==> src/sgl_pkg.sv <==
// sgl_pkg: shared constants, log2 depth table and control types for shadow_gamma_lift
// depends on nothing; imported by every module of the block
package sgl_pkg;

  localparam int KNEE   = 114;
  localparam int NSTAGE = 8;     // prep stage plus one stage per search bit
  localparam int SBITS  = 7;     // bits of the result search (64 down to 1)

  typedef logic [18:0] lg_t;
  typedef lg_t lg_tab_t [128];

  typedef struct packed {
    logic [NSTAGE-1:0] load;     // stage register takes a new word
  } sgl_ctl_t;

  // log2 in unsigned q16 by repeated squaring of a q30 mantissa
  function automatic lg_t lg_q16(input int x);
    logic [63:0] m;
    int          n;
    lg_t         res;
    n   = 0;
    res = '0;
    if (x == 0) return '0;
    while (n < 7 && (x >> (n + 1)) != 0) n++;
    m   = 64'(x) << (30 - n);
    res = 19'(n) << 16;
    for (int i = 15; i >= 0; i--) begin
      m = (m * m) >> 30;
      if (m >= 64'h8000_0000) begin
        m      = m >> 1;
        res[i] = 1'b1;
      end
    end
    return res;
  endfunction

  // depth below the knee, lg(knee) - lg(x), for x up to 127
  function automatic lg_tab_t depth_tab();
    lg_tab_t t;
    for (int x = 0; x < 128; x++) begin
      t[x] = lg_q16(KNEE) - lg_q16(x);
    end
    return t;
  endfunction

  localparam lg_tab_t DEPTH = depth_tab();

endpackage

==> src/sgl_ctrl.sv <==
// sgl_ctrl: valid bits and per-stage load enables of the lane pipeline
// depends on sgl_pkg; drives the shared control struct of the lanes
module sgl_ctrl import sgl_pkg::*; (
  input  logic     clk,
  input  logic     rst,
  input  logic     in_valid,
  output logic     in_ready,
  output logic     out_valid,
  input  logic     out_ready,
  output sgl_ctl_t ctl
);

  logic [NSTAGE-1:0] v;
  logic [NSTAGE-1:0] en;

  // a stage moves when it is empty or its successor moves
  always_comb begin
    en[NSTAGE-1] = !v[NSTAGE-1] || out_ready;
    for (int i = NSTAGE - 2; i >= 0; i--) begin
      en[i] = !v[i] || en[i+1];
    end
  end

  assign ctl.load  = en;
  assign in_ready  = en[0];
  assign out_valid = v[NSTAGE-1];

  // valid bits follow the words down the pipe
  always_ff @(posedge clk) begin
    if (rst) begin
      v <= '0;
    end else begin
      if (en[0]) begin
        v[0] <= in_valid;
      end
      for (int i = 1; i < NSTAGE; i++) begin
        if (en[i]) begin
          v[i] <= v[i-1];
        end
      end
    end
  end

`ifndef ASSERT_OFF
  a_empty_out_ready: assert property (@(posedge clk) disable iff (rst)
    !v[NSTAGE-1] |-> in_ready)
    else $error("input stalled with empty output");
  a_accept_fills: assert property (@(posedge clk) disable iff (rst)
    in_valid && in_ready |=> v[0])
    else $error("accepted word lost at first stage");
  a_drain: assert property (@(posedge clk) disable iff (rst)
    out_valid && out_ready && !v[NSTAGE-2] |=> !out_valid)
    else $error("output word repeated");
`endif

endmodule

==> config.mk <==
export PLATFORM = sky130hd
export DESIGN_NAME = sgl_ctrl
export DESIGN_NICKNAME = d
export VERILOG_FILES = /design/src/sgl_pkg.sv /design/src/sgl_ctrl.sv
export SDC_FILE = /design/constraint.sdc
export NUM_CORES = 1
export LEC_CHECK = 0
export CORE_AREA = 2 2 39 41
export CTS_CLUSTER_SIZE = 28
export DETAILED_ROUTE_END_ITERATION = 16
export DIE_AREA = 0 0 41 43
export DONT_BUFFER_PORTS = 1
export PLACE_DENSITY = 0.37
export SLEW_MARGIN = 15
export SYNTH_ARGS = -nofsm -noshare
export SYNTH_HDL_FRONTEND = slang
export SYNTH_SLANG_ARGS = --single-unit
==> constraint.sdc <==
create_clock -name clk -period 1.4 [get_ports clk]
set_input_delay 0.28 -clock clk [delete_from_list [all_inputs] [get_ports clk]]
set_output_delay 0.28 -clock clk [all_outputs]
set_load 0.005 [all_outputs]
* Word level (Yosys, flattened, before mapping)
Cells that the tools add are included.
Storage, ports and cells: output and inout port bits 10, register bits after elaboration 8
Cells by class: reduce and logical (&&, ||, !) cells 16
Operators with widths (count):
- logical NOT 1 bit | 8
- logical OR 1 bit | 8

* Depth between registers and ports, before layout
depth in word-level cells 9, gate-level depth with buffers 5, depth with buffers taken out 3

* Least setup slack after synthesis
No wires, ideal clock.
path type register -> output, from register v[7], to output port ctl[0] in the netlist's numbering, arrival time 1057 ps, stages on the path, launching flop included 6, setup slack 63 ps, path buffers 2, required time 1120 ps, cells stage by stage dfxtp_1 -> and4b_1 -> buf_6 -> and2_4 -> nand3_1 -> buf_4
On the way: word-level cells in the longest chain between the ends 9
Ends and longest elaborated chain:
- from (decl) | line sgl_ctrl.sv:13 | logic [NSTAGE-1:0] v;
- from (signal, indexed assignment) | line sgl_ctrl.sv:38 | v[i] <= v[i-1];
- logical NOT 1 bit | line sgl_ctrl.sv:18 | en[NSTAGE-1] = !v[NSTAGE-1] || out_ready;
- logical OR 1 bit | line sgl_ctrl.sv:18
- logical OR 1 bit (7 in series) | line sgl_ctrl.sv:20 | en[i] = !v[i] || en[i+1];
- to (decl) | line sgl_ctrl.sv:10 | output sgl_ctl_t ctl
Every way passes these cells.

==> flow_summary.json <==
{
  "syn_avg_cell_area_um2": 8.63,
  "route.detailed.drc": 0,
  "portBuffers": 0,
  "htreeDepth": 1,
  "num_rows": 14,
  "die_h_um": 43,
  "syn_area_um2": 337,
  "synth_top_area_frac": 0.476,
  "dp_hpwl_um": 519,
  "slew_headroom": 0.853,
  "synth-seq-cells": 8,
  "avgViaCountPerCell": 4.49,
  "fin_worst_skew_ns": 0.00245,
  "crit_required_ns": 1.12,
  "clk-insertion-delay-late_ns": 0.25,
  "yosysUniqueCellTypes": 17,
  "p_total_uw": 419,
  "max_cap_violations": 0,
  "wl_um": 686,
  "fmax_mhz": 731,
  "min-delay-path-class": "in2reg",
  "ys.warnings.count": 0,
  "nets": 47,
  "fill_cells": 150,
  "first_pass_iters": 2,
  "p_leak_nw": 0.131,
  "switching_share": 0.201,
  "yosysSeqAreaShare": 0.476,
  "antenna_found_initial": 0,
  "p_per_area_mw_per_mm2": 1070,
  "reg2reg_setup_slack_ns": 0.34,
  "crit_arrival_ns": 1.09,
  "drt_iter0_drc": 2,
  "grt_max_degree": 9,
  "min_period_ns": 1.37,
  "die_w_um": 41,
  "syn_nets": 43,
  "clock-sinks": 8,
  "top_regs": "v x8",
  "coreArea_mm2": 0.00138,
  "critPathKind": "reg2out",
  "combPwrFrac": 0.016,
  "clk_path_buf_depth": 2,
  "vias": 256,
  "layout-drive-gt1-share": 0.317,
  "grt-ovfl-total": 0,
  "postCtsSetupRepairBufs": 0,
  "root_buffer": "clkbuf_4",
  "grt_pass1_wl_um": 1060,
  "path_max_fanout": 8,
  "switchingPower_uw": 84.3,
  "area_delta_synth_final_pct": 16.4,
  "clkPwrFrac": 0.416,
  "start_util": 0.243,
  "startpoint_type": "register",
  "status": "completed",
  "grt_pass1_vias": 241,
  "synth_top_area_cell": "dfxtp_1",
  "ant_nets": 0,
  "gp_congestion": 0.649,
  "rsz0062_at_grt": "yes",
  "largest_reg_flops": 8,
  "fin_crit_sh": 0.977,
  "dieArea_mm2": 0.00176,
  "wl_per_cell_um": 12.0,
  "finalSetupViolCount": 0,
  "ioPinCount": 14,
  "drv_slew": 0,
  "diodes": 0,
  "setup_tns_ns": 0,
  "grt_usage": 0.0994,
  "netlist_top_cells_area": "dfxtp_1 (48%), nor2_1 (10%), nand3_4 (5.2%), a21oi_1 (4.5%), inv_1 (4.5%)",
  "netlist_instances": 39,
  "top_register": "v",
  "irDropWorstVdd_mv": 0.510,
  "critPathCaptureType": "output port",
  "tightest_slew_ns": 0.219,
  "cts_tree": "yes",
  "hold_viol": 0,
  "seq_power_share": 0.568,
  "numCtsBuffers": 3,
  "clk_pin_slew_ns": 0.05,
  "intPower_uw": 335
}
## per-stage QoR
| step | hold slack (ns) | setup WS, ns | utilization | cell area [um^2] | instances |
|---|---|---|---|---|---|
| 2_1_floorplan | 0.400 | 0.0629 | - | 337 | 39 |
| 3_3_place_gp | 0.345 | 0.212 | 0.251 | 348 | 54 |
| 3_5_place_dp | 0.346 | 0.180 | 0.251 | 348 | 54 |
| 4_1_cts | 0.0631 | 0.00550 | 0.278 | 384 | 57 |
| 5_1_grt | 0.0627 | -0.0289 | 0.283 | 392 | 57 |
| 6_report | 0.0783 | 0.0316 | 0.283 | 392 | 57 |
## Yosys cell counts
| library cell | number |
|---|---|
| a21oi_1 | 3 |
| a21oi_2 | 1 |
| a31oi_1 | 1 |
| a41oi_1 | 1 |
| and2_4 | 1 |
| and3_1 | 1 |
| and4b_1 | 1 |
| buf_4 | 1 |
| buf_6 | 1 |
| clkbuf_2 | 1 |
| dfxtp_1 | 8 |
| inv_1 | 4 |
| nand2_1 | 3 |
| nand3_1 | 1 |
| nand3_4 | 1 |
| nor2_1 | 9 |
| nor2b_1 | 1 |
## critical path, cell delays in order, from the launching register on
cell and delay, ns:
dfxtp_2 0.34, and4b_1 0.23, buf_4 0.17, nand3_4 0.10
## final cells by class
type	count	area, um^2	area share
Clock buffer	3	22.5	0.0575
Inverter	4	15.0	0.0383
Multi-Input combinational cell	24	155	0.396
Sequential cell	8	164	0.419
Tap cell	16	20.0	0.0511
Timing Repair Buffer	2	15.0	0.0383
## power groups by stage
stage / Sequential (mW) / Clock [mW] / Combinational (mW)
after floorplan: 0.240 / 0 / 0.00879
after global placement: 0.241 / 0 / 0.00652
after detailed placement: 0.241 / 0 / 0.00684
after CTS: 0.237 / 0.185 / 0.00688
after global routing: 0.238 / 0.194 / 0.00802
final: 0.238 / 0.174 / 0.00686
## per-layer routing
| layer | track usage | wire [um] |
|---|---|---|
| met5 | 0 | 0 |
| met4 | 0.100 | 0 |
| met3 | 0.0524 | 51 |
| met2 | 0.131 | 322 |
| met1 | 0.103 | 312 |
## logic make-up after synthesis
family          synth area share
buf+inv                    0.115
compound gates             0.115
simple gates               0.294
flops                      0.476
## cells in the final DEF (no fill, tap or decap)
| master | synthesis | layout |
|---|---|---|
| inv_1 | 4 | 4 |
| clkbuf_4 | 0 | 3 |
| and2_4 | 1 | 1 |
| nand2_1 | 3 | 3 |
| buf_4 | 1 | 2 |
| a21oi_1 | 3 | 3 |
| dfxtp_2 | 0 | 3 |
| a31oi_1 | 1 | 1 |
| nor2b_1 | 1 | 1 |
| and3_4 | 0 | 1 |
| nand3_4 | 1 | 2 |
| a21oi_2 | 1 | 1 |
| dfxtp_1 | 8 | 5 |
| nor2_1 | 9 | 9 |
| and4b_1 | 1 | 1 |
| a41oi_1 | 1 | 1 |
## worst paths after layout
check / cells past startpoint / start / to
max: 3 / v[6] / ctl[3]
min: 1 / rst / v[3]
max reg2reg: 4 / v[6] / v[0]
min reg2reg: 2 / v[2] / v[3]
## what timing repair did
action,in CTS,in global routing
gates resized for setup,5,1
pin swaps,1,0
cloned,0,0
endpoints found under the setup margin,5,4
hold buffers,0,0
Power figures use the tool's default switching activity.
