<file path="src/sgl_pkg.sv">
// sgl_pkg: shared constants, log2 depth table and control types for shadow_gamma_lift
// depends on nothing; imported by every module of the block
package sgl_pkg;

  localparam int KNEE   = 114;
  localparam int NSTAGE = 8;     // prep stage plus one stage per search bit
  localparam int SBITS  = 7;     // bits of the result search (64 down to 1)

  typedef logic [18:0] lg_t;
  typedef lg_t lg_tab_t [128];

  typedef struct packed {
    logic [NSTAGE-1:0] load;     // stage register takes a new word
  } sgl_ctl_t;

  // log2 in unsigned q16 by repeated squaring of a q30 mantissa
  function automatic lg_t lg_q16(input int x);
    logic [63:0] m;
    int          n;
    lg_t         res;
    n   = 0;
    res = '0;
    if (x == 0) return '0;
    while (n < 7 && (x >> (n + 1)) != 0) n++;
    m   = 64'(x) << (30 - n);
    res = 19'(n) << 16;
    for (int i = 15; i >= 0; i--) begin
      m = (m * m) >> 30;
      if (m >= 64'h8000_0000) begin
        m      = m >> 1;
        res[i] = 1'b1;
      end
    end
    return res;
  endfunction

  // depth below the knee, lg(knee) - lg(x), for x up to 127
  function automatic lg_tab_t depth_tab();
    lg_tab_t t;
    for (int x = 0; x < 128; x++) begin
      t[x] = lg_q16(KNEE) - lg_q16(x);
    end
    return t;
  endfunction

  localparam lg_tab_t DEPTH = depth_tab();

endpackage

</file>
<file path="src/sgl_lane.sv">
// sgl_lane: one color channel, prep stage then one search bit per stage
// depends on sgl_pkg (depth table, knee, control struct)
module sgl_lane import sgl_pkg::*; (
  input  logic       clk,
  input  sgl_ctl_t   ctl,
  input  logic [7:0] c,
  input  logic       g_zero,
  input  logic [6:0] num,
  input  logic       big,
  output logic [7:0] res
);

  logic        fix [NSTAGE];
  logic [7:0]  val [NSTAGE];
  logic [25:0] x   [NSTAGE];
  logic        bg  [NSTAGE];

  logic        pass0;
  logic        fix0;
  logic [7:0]  val0;

  // prep: special cases and scaled target
  always_comb begin
    pass0 = g_zero || (c >= 8'(KNEE));
    fix0  = pass0 || (c == 8'd0);
    if (pass0) begin
      val0 = c;
    end else if (c == 8'd0 && num == 7'd0) begin
      val0 = 8'(KNEE);
    end else begin
      val0 = 8'd0;
    end
  end

  always_ff @(posedge clk) begin
    if (ctl.load[0]) begin
      fix[0] <= fix0;
      val[0] <= val0;
      x[0]   <= 26'(DEPTH[c[6:0]]) * 26'(num);
      bg[0]  <= big;
    end
  end

  // search stages, most significant bit first
  for (genvar k = 1; k < NSTAGE; k++) begin : g_bit
    localparam int B = SBITS - k;
    logic [7:0]  cand;
    logic [26:0] dd;
    logic [26:0] prod;
    logic        take;

    always_comb begin
      cand = {1'b0, val[k-1][6:0] | 7'(1 << B)};
      dd   = 27'(DEPTH[cand[6:0]]) + 27'd1;
      prod = bg[k-1] ? 27'(dd * 27'd100) : 27'(dd * 27'd10);
      take = !fix[k-1] && (cand <= 8'(KNEE)) && (prod > 27'(x[k-1]));
    end

    always_ff @(posedge clk) begin
      if (ctl.load[k]) begin
        fix[k] <= fix[k-1];
        val[k] <= take ? cand : val[k-1];
        x[k]   <= x[k-1];
        bg[k]  <= bg[k-1];
      end
    end
  end

  assign res = val[NSTAGE-1];

endmodule

</file>
<file path="config.mk">
export PLATFORM = sky130hd
export DESIGN_NAME = sgl_lane
export DESIGN_NICKNAME = d
export VERILOG_FILES = /design/src/sgl_pkg.sv /design/src/sgl_lane.sv
export SDC_FILE = /design/constraint.sdc
export NUM_CORES = 2
export LEC_CHECK = 0
export BUFFER_PORTS_ARGS = -buffer_cell sky130_fd_sc_hd__buf_4
export CAP_MARGIN = 20
export CORE_MARGIN = 2
export CORE_UTILIZATION = 35
export CTS_CLUSTER_DIAMETER = 60
export DETAILED_ROUTE_END_ITERATION = 8
export GPL_TIMING_DRIVEN = 0
export PLACE_DENSITY = 0.53
export REMOVE_ABC_BUFFERS = 1
export SETUP_SLACK_MARGIN = 0.05
export SYNTH_ARGS = -nofsm -noshare
export SYNTH_HDL_FRONTEND = slang
export SYNTH_SLANG_ARGS = --single-unit
</file>
<file path="constraint.sdc">
create_clock -name clk -period 16.6 [get_ports clk]
set_clock_uncertainty 0.05 [all_clocks]
set_input_delay 1.66 -clock clk [delete_from_list [all_inputs] [get_ports clk]]
set_output_delay 1.66 -clock clk [all_outputs]
set_load 0.02 [all_outputs]
</file>
After elaboration in Yosys (flattened, before gate mapping)
Memories as Yosys holds them, arrays and structs flattened.
Cells that the tools add are included.
Widths: inputs -> output; s select.
{"block": "classes", "n_addsub": 7, "mul": 15, "n_div": 0, "magnitude_cmp": 23, "eq_ne": 0, "shift": 0, "n_mux": 48, "n_bitwise": 8, "reduce_logical": 26}
{"op": "$mux 19", "n": 16}
{"op": "$gt 27x26->1", "n": 7}
{"op": "$mux 27", "n": 7}
{"op": "$mul 20x5->25 const B", "n": 7}
{"op": "$mul 20x3->23 const B", "n": 7}
{"op": "$add 19x1->20 const B", "n": 7}
{"op": "$ge 8x8->1 const B", "n": 8}
{"op": "$mux 8", "n": 8}
{"op": "$not 7->8", "n": 8}
{"op": "$le 7x7->1 const B", "n": 7}
{"op": "$mul 19x7->26", "n": 1}
{"op": "$mux 1", "n": 16}
{"op": "$logic_and 1x1->1", "n": 15}
{"op": "$ge 8x7->1 const B", "n": 1}
{"op": "$logic_not 8->1", "n": 1}
{"op": "$logic_not 1->1", "n": 7}
{"op": "$logic_not 7->1", "n": 1}
{"op": "$mux 7", "n": 1}
{"op": "$logic_or 1x1->1", "n": 2}
{"block": "totals", "register_bits": 0, "latchBits": 0, "ram_bits": 288, "mem_bits_ro": 19456, "in_bits": 26, "out_inout_bits": 8, "mem_count": 12}
{"name": "(no name shown)", "depth": 128, "width": 19, "rd": 1, "rd_clocked_by_memory_dff": 0, "write_ports": 0, "line": "sgl_lane.sv:54", "rtl": "dd = 27'(DEPTH[cand[6:0]]) + 27'd1;"}
{"name": "(no name shown)", "depth": 128, "width": 19, "rd": 1, "rd_clocked_by_memory_dff": 0, "write_ports": 0, "line": "sgl_lane.sv:54"}
{"name": "(no name shown)", "depth": 128, "width": 19, "rd": 1, "rd_clocked_by_memory_dff": 0, "write_ports": 0, "line": "sgl_lane.sv:54"}
{"name": "(no name shown)", "depth": 128, "width": 19, "rd": 1, "rd_clocked_by_memory_dff": 0, "write_ports": 0, "line": "sgl_lane.sv:54"}
{"name": "(no name shown)", "depth": 128, "width": 19, "rd": 1, "rd_clocked_by_memory_dff": 0, "write_ports": 0, "line": "sgl_lane.sv:54"}
{"name": "(no name shown)", "depth": 128, "width": 19, "rd": 1, "rd_clocked_by_memory_dff": 0, "write_ports": 0, "line": "sgl_lane.sv:54"}
{"name": "+6 memories"}

Depth between registers and ports, before layout
An unclocked memory read counts as a cell.
{"block": "depth", "word_depth": 11, "depth_mapped": 36, "mapped_depth_nobuf": 34}

Worst setup path after synthesis
OpenSTA, ideal clock, no wires.
{"block": "synth_path", "path_type": "register to register", "start": "memory val[6][1]", "end": "memory val[7][0] (data pin)", "setup_time_ps": 261, "arrival_ps": 8019, "required_ps": 16289, "path_slack_ps": 8270, "stages_incl_launch_ff": 31, "path_buffers": 3, "cell_sequence": "edfxtp_1 > clkbuf_1 > clkbuf_1 > inv_1 > ha_1 > clkbuf_1 > nand2_1 > a31o_2 > a2111oi_0 > a31oi_1 > nor4b_1 > nand2_1 > xor2_1 > ha_1 > ha_1 > fa_1 > ha_1 > a21oi_1 > o21ai_0 > o2bb2ai_1 > a221oi_1 > o211ai_1 > a21oi_1 > xnor2_1 > and2_1 > ha_1 > a2111oi_0 > nand2_1 > a2111oi_0 > a21oi_1 > a311o_1"}
{"element": "start: declaration", "line": "sgl_lane.sv:14", "rtl": "logic [7:0] val [NSTAGE];"}

==> results.sh <==
export IMPL_clk_pin_slew_worst_paths_ns=0.07
export IMPL_antenna_found_initial=2
export IMPL_rr_endpoint="val[7][7]"
export IMPL_ant_nets=0
export IMPL_min_period_ns=10.47
export IMPL_ctsResizeCount=0
export IMPL_period_share_pct=63.1
export IMPL_grt_pass1_vias=45974
export IMPL_cts_tree="built"
export IMPL_end_kind="flop"
export IMPL_path_buf_inv=1
export IMPL_seq_area_mm2=0.00781
export IMPL_clock_latency_ns=0.59
export IMPL_cts_max_level=1
export IMPL_dieArea_mm2=0.157
export IMPL_synth_async_reset_ratio_pct=0
export IMPL_ios=34
export IMPL_portBuffers=33
export IMPL_layout_commonest_cell="ha_1"
export IMPL_final_setup_viol_count=0
export IMPL_synth_enable_flop_cells=260
export IMPL_cts_buffers=31
export IMPL_cp_top_family="compound AO/OA/AOI/OAI gates"
export IMPL_max_freq_mhz=95.5
export IMPL_slew_viol_final=0
export IMPL_via_count=48033
export IMPL_regToRegSetupSlack_ns=6.13
export IMPL_cp_start_kind="flop"
export IMPL_arrival_ns=10.74
export IMPL_root_buffer="clkbuf_16"
export IMPL_r2r_start="val[6][2]"
export IMPL_areaGrowthSynthToFinish_pct=7.30
export IMPL_synth_seq_area_share_pct=14.5
export IMPL_ys_flop_type="edfxtp_1"
export IMPL_reg2regPathDepth=27
export IMPL_cap_violations=0
export IMPL_cts_setup_buffers=0
export IMPL_post_route_util_pct=37.9
export IMPL_cts_sinks=260
export IMPL_synth_top_cell_area_share_pct=23.8
export IMPL_rows=143
export IMPL_synth_seq_cells=260
export IMPL_grt_pass1_wl_mm=253
export IMPL_grt_util_all_layers_pct=19.5
export IMPL_hold_viol=0
export IMPL_min_path_cells=0
export IMPL_hold_path_class="flop to flop"
export IMPL_hold_end="x[2][24]"
export IMPL_die_w_um=396
export IMPL_overflow=0
export IMPL_syn_inst=6465
export IMPL_grt_max_degree=84
export IMPL_syn_mean_instance_area_um2=8.32
export IMPL_clockBufferDepth=3
export IMPL_tns_ns=0
export IMPL_crit_slowest_cell="edfxtp_1"
export IMPL_ir_worst_vdd_uv=156
export IMPL_core_area_mm2=0.152
export IMPL_leakagePower_nw=25.6
export IMPL_synth_area_leader_cell="ha_1"
export IMPL_status="finished, final reports clean"
export IMPL_vias_per_cell=5.76
export IMPL_drtIter0Drc=3822
export IMPL_critPathMaxFanout=15
export IMPL_start_util_pct=35.3
export IMPL_fp_dieH_um=396
export IMPL_crit_type="flop to flop"
export IMPL_layout_drive_gt1_share_pct=4.52
export IMPL_crit_top_cell="ha_1"
export IMPL_route_detailed_drc=0
export IMPL_rsz0062_at_grt="false"
export IMPL_post_drt_wl_per_cell_um=18.9
export IMPL_ys_top_cells_by_area="ha_1 24%, edfxtp_1 15%, fa_1 7.3%"
export IMPL_worst_pin_slew_ns=1.16
export IMPL_p_per_area_mw_per_mm2=175
export IMPL_wirelength_mm=157
export IMPL_ys_types=94
export IMPL_required_ns=16.86
export IMPL_multi_input_area_mm2=0.0430
export IMPL_ys_warn_count=0
export IMPL_cts_hold_buffers_added=0
export IMPL_num_fill_cells=15686
export IMPL_gp_congestion=0.917
export IMPL_drt_pass1_iterations=6
export IMPL_final_cell_mix="1,021 x ha_1, 512 x nand2_1, 456 x inv_1"
export IMPL_antenna_cells=0
export IMPL_post_dp_hpwl_mm=124
export IMPL_max_stage_delay_ns=0.85
export IMPL_min_delay_start="x[1][24]"
export IMPL_nets=7526
export IMPL_netlist_area_mm2=0.0538
export IMPL_relSlewSlack_pct=22.6
-- worst max path at each step --
| stage | end | depth (start not counted) | from | slack [ns] |
|---|---|---|---|---|
| floorplan | val[6][1] | 30 | val[5][3] | 7.73 |
| global placement | val[5][7] | 25 | val[4][4] | 4.85 |
| detailed placement | val[5][2] | 27 | val[4][1] | 6.18 |
| CTS | val[5][2] | 27 | val[4][1] | 6.18 |
| global route | val[7][7] | 27 | val[6][1] | 5.27 |
| finish | val[7][7] | 27 | val[6][2] | 6.13 |
-- cells by family after synthesis --
kind of cell,count (synthesis),synth area share (%)
DFF,260,14.5
xor gates and xnor gates,298,4.85
buffers and inverters,798,5.75
muxes,131,3.73
and+or+nand+nor,1894,17.5
AOI/OAI and AO/OA,1865,22.6
adders and majority gates,1217,31.1
other,2,0.0140
-- area by class of cell --
class / instances / share of cell area, %
Inverter: 471 / 3.07
Clock inverter: 21 / 0.516
Sequential cell: 260 / 13.5
Timing Repair Buffer: 90 / 2.65
Clock buffer: 35 / 1.37
Multi-Input combinational cell: 5429 / 74.5
Tap cell: 2030 / 4.40
-- power breakdown --
part	switching [mW]	total, mW	internal, mW
Clock	0.307	0.722	0.415
Combinational	4.75	8.38	3.63
Sequential	0.129	1.02	0.887
Total	5.19	10.1	4.93
-- through the flow --
stage                     setup WS [ns]  cell area [µm²]  power [mW]  instances  hold WS (ns)
final                              6.13            57700        10.1       8336         0.400
after global routing               5.27            57700        11.4       8336         0.409
after CTS                          6.18            57700        10.2       8334         0.400
after floorplan                    7.73            52500        7.39       6160         0.376
after global placement             4.85            55300        9.24       8223         0.387
after detailed placement           6.18            56600        9.38       8278         0.383
-- cells in the mapped netlist (31+ instances only) --
library cell / number
o21a_1: 65
o22ai_1: 39
a31oi_1: 83
buf_1: 43
or3_1: 56
mux4_2: 53
o21ai_0: 451
fa_1: 196
a21boi_0: 32
o21bai_1: 33
edfxtp_1: 260
o211ai_1: 79
nor2_1: 404
nor3b_1: 33
mux2i_1: 53
nor3_1: 155
xor2_1: 129
nand3_1: 140
inv_1: 456
a211oi_1: 119
a21oi_1: 434
o31ai_1: 51
a2111oi_0: 31
clkbuf_1: 242
nand2b_1: 142
nand4_1: 60
a21o_1: 133
a311oi_1: 41
buf_2: 34
xnor2_1: 169
ha_1: 1021
nor2b_1: 132
and3_1: 43
and2_1: 93
nand2_1: 512
-- flip-flops by register name, indices dropped and copies added, names as in the netlist --
signal	flops
val	64
x	182
fix	7
bg	7
-- layer usage --
metal  vias up  track usage (%)  wire length (µm)
met5         -                0                13
met4         2             3.94              3160
met3       203             1.43              7590
met2      1430             33.4             75100
met1     22958             26.8             71600
li1      23440                -                 -
(Power assumes the default switching activity.)
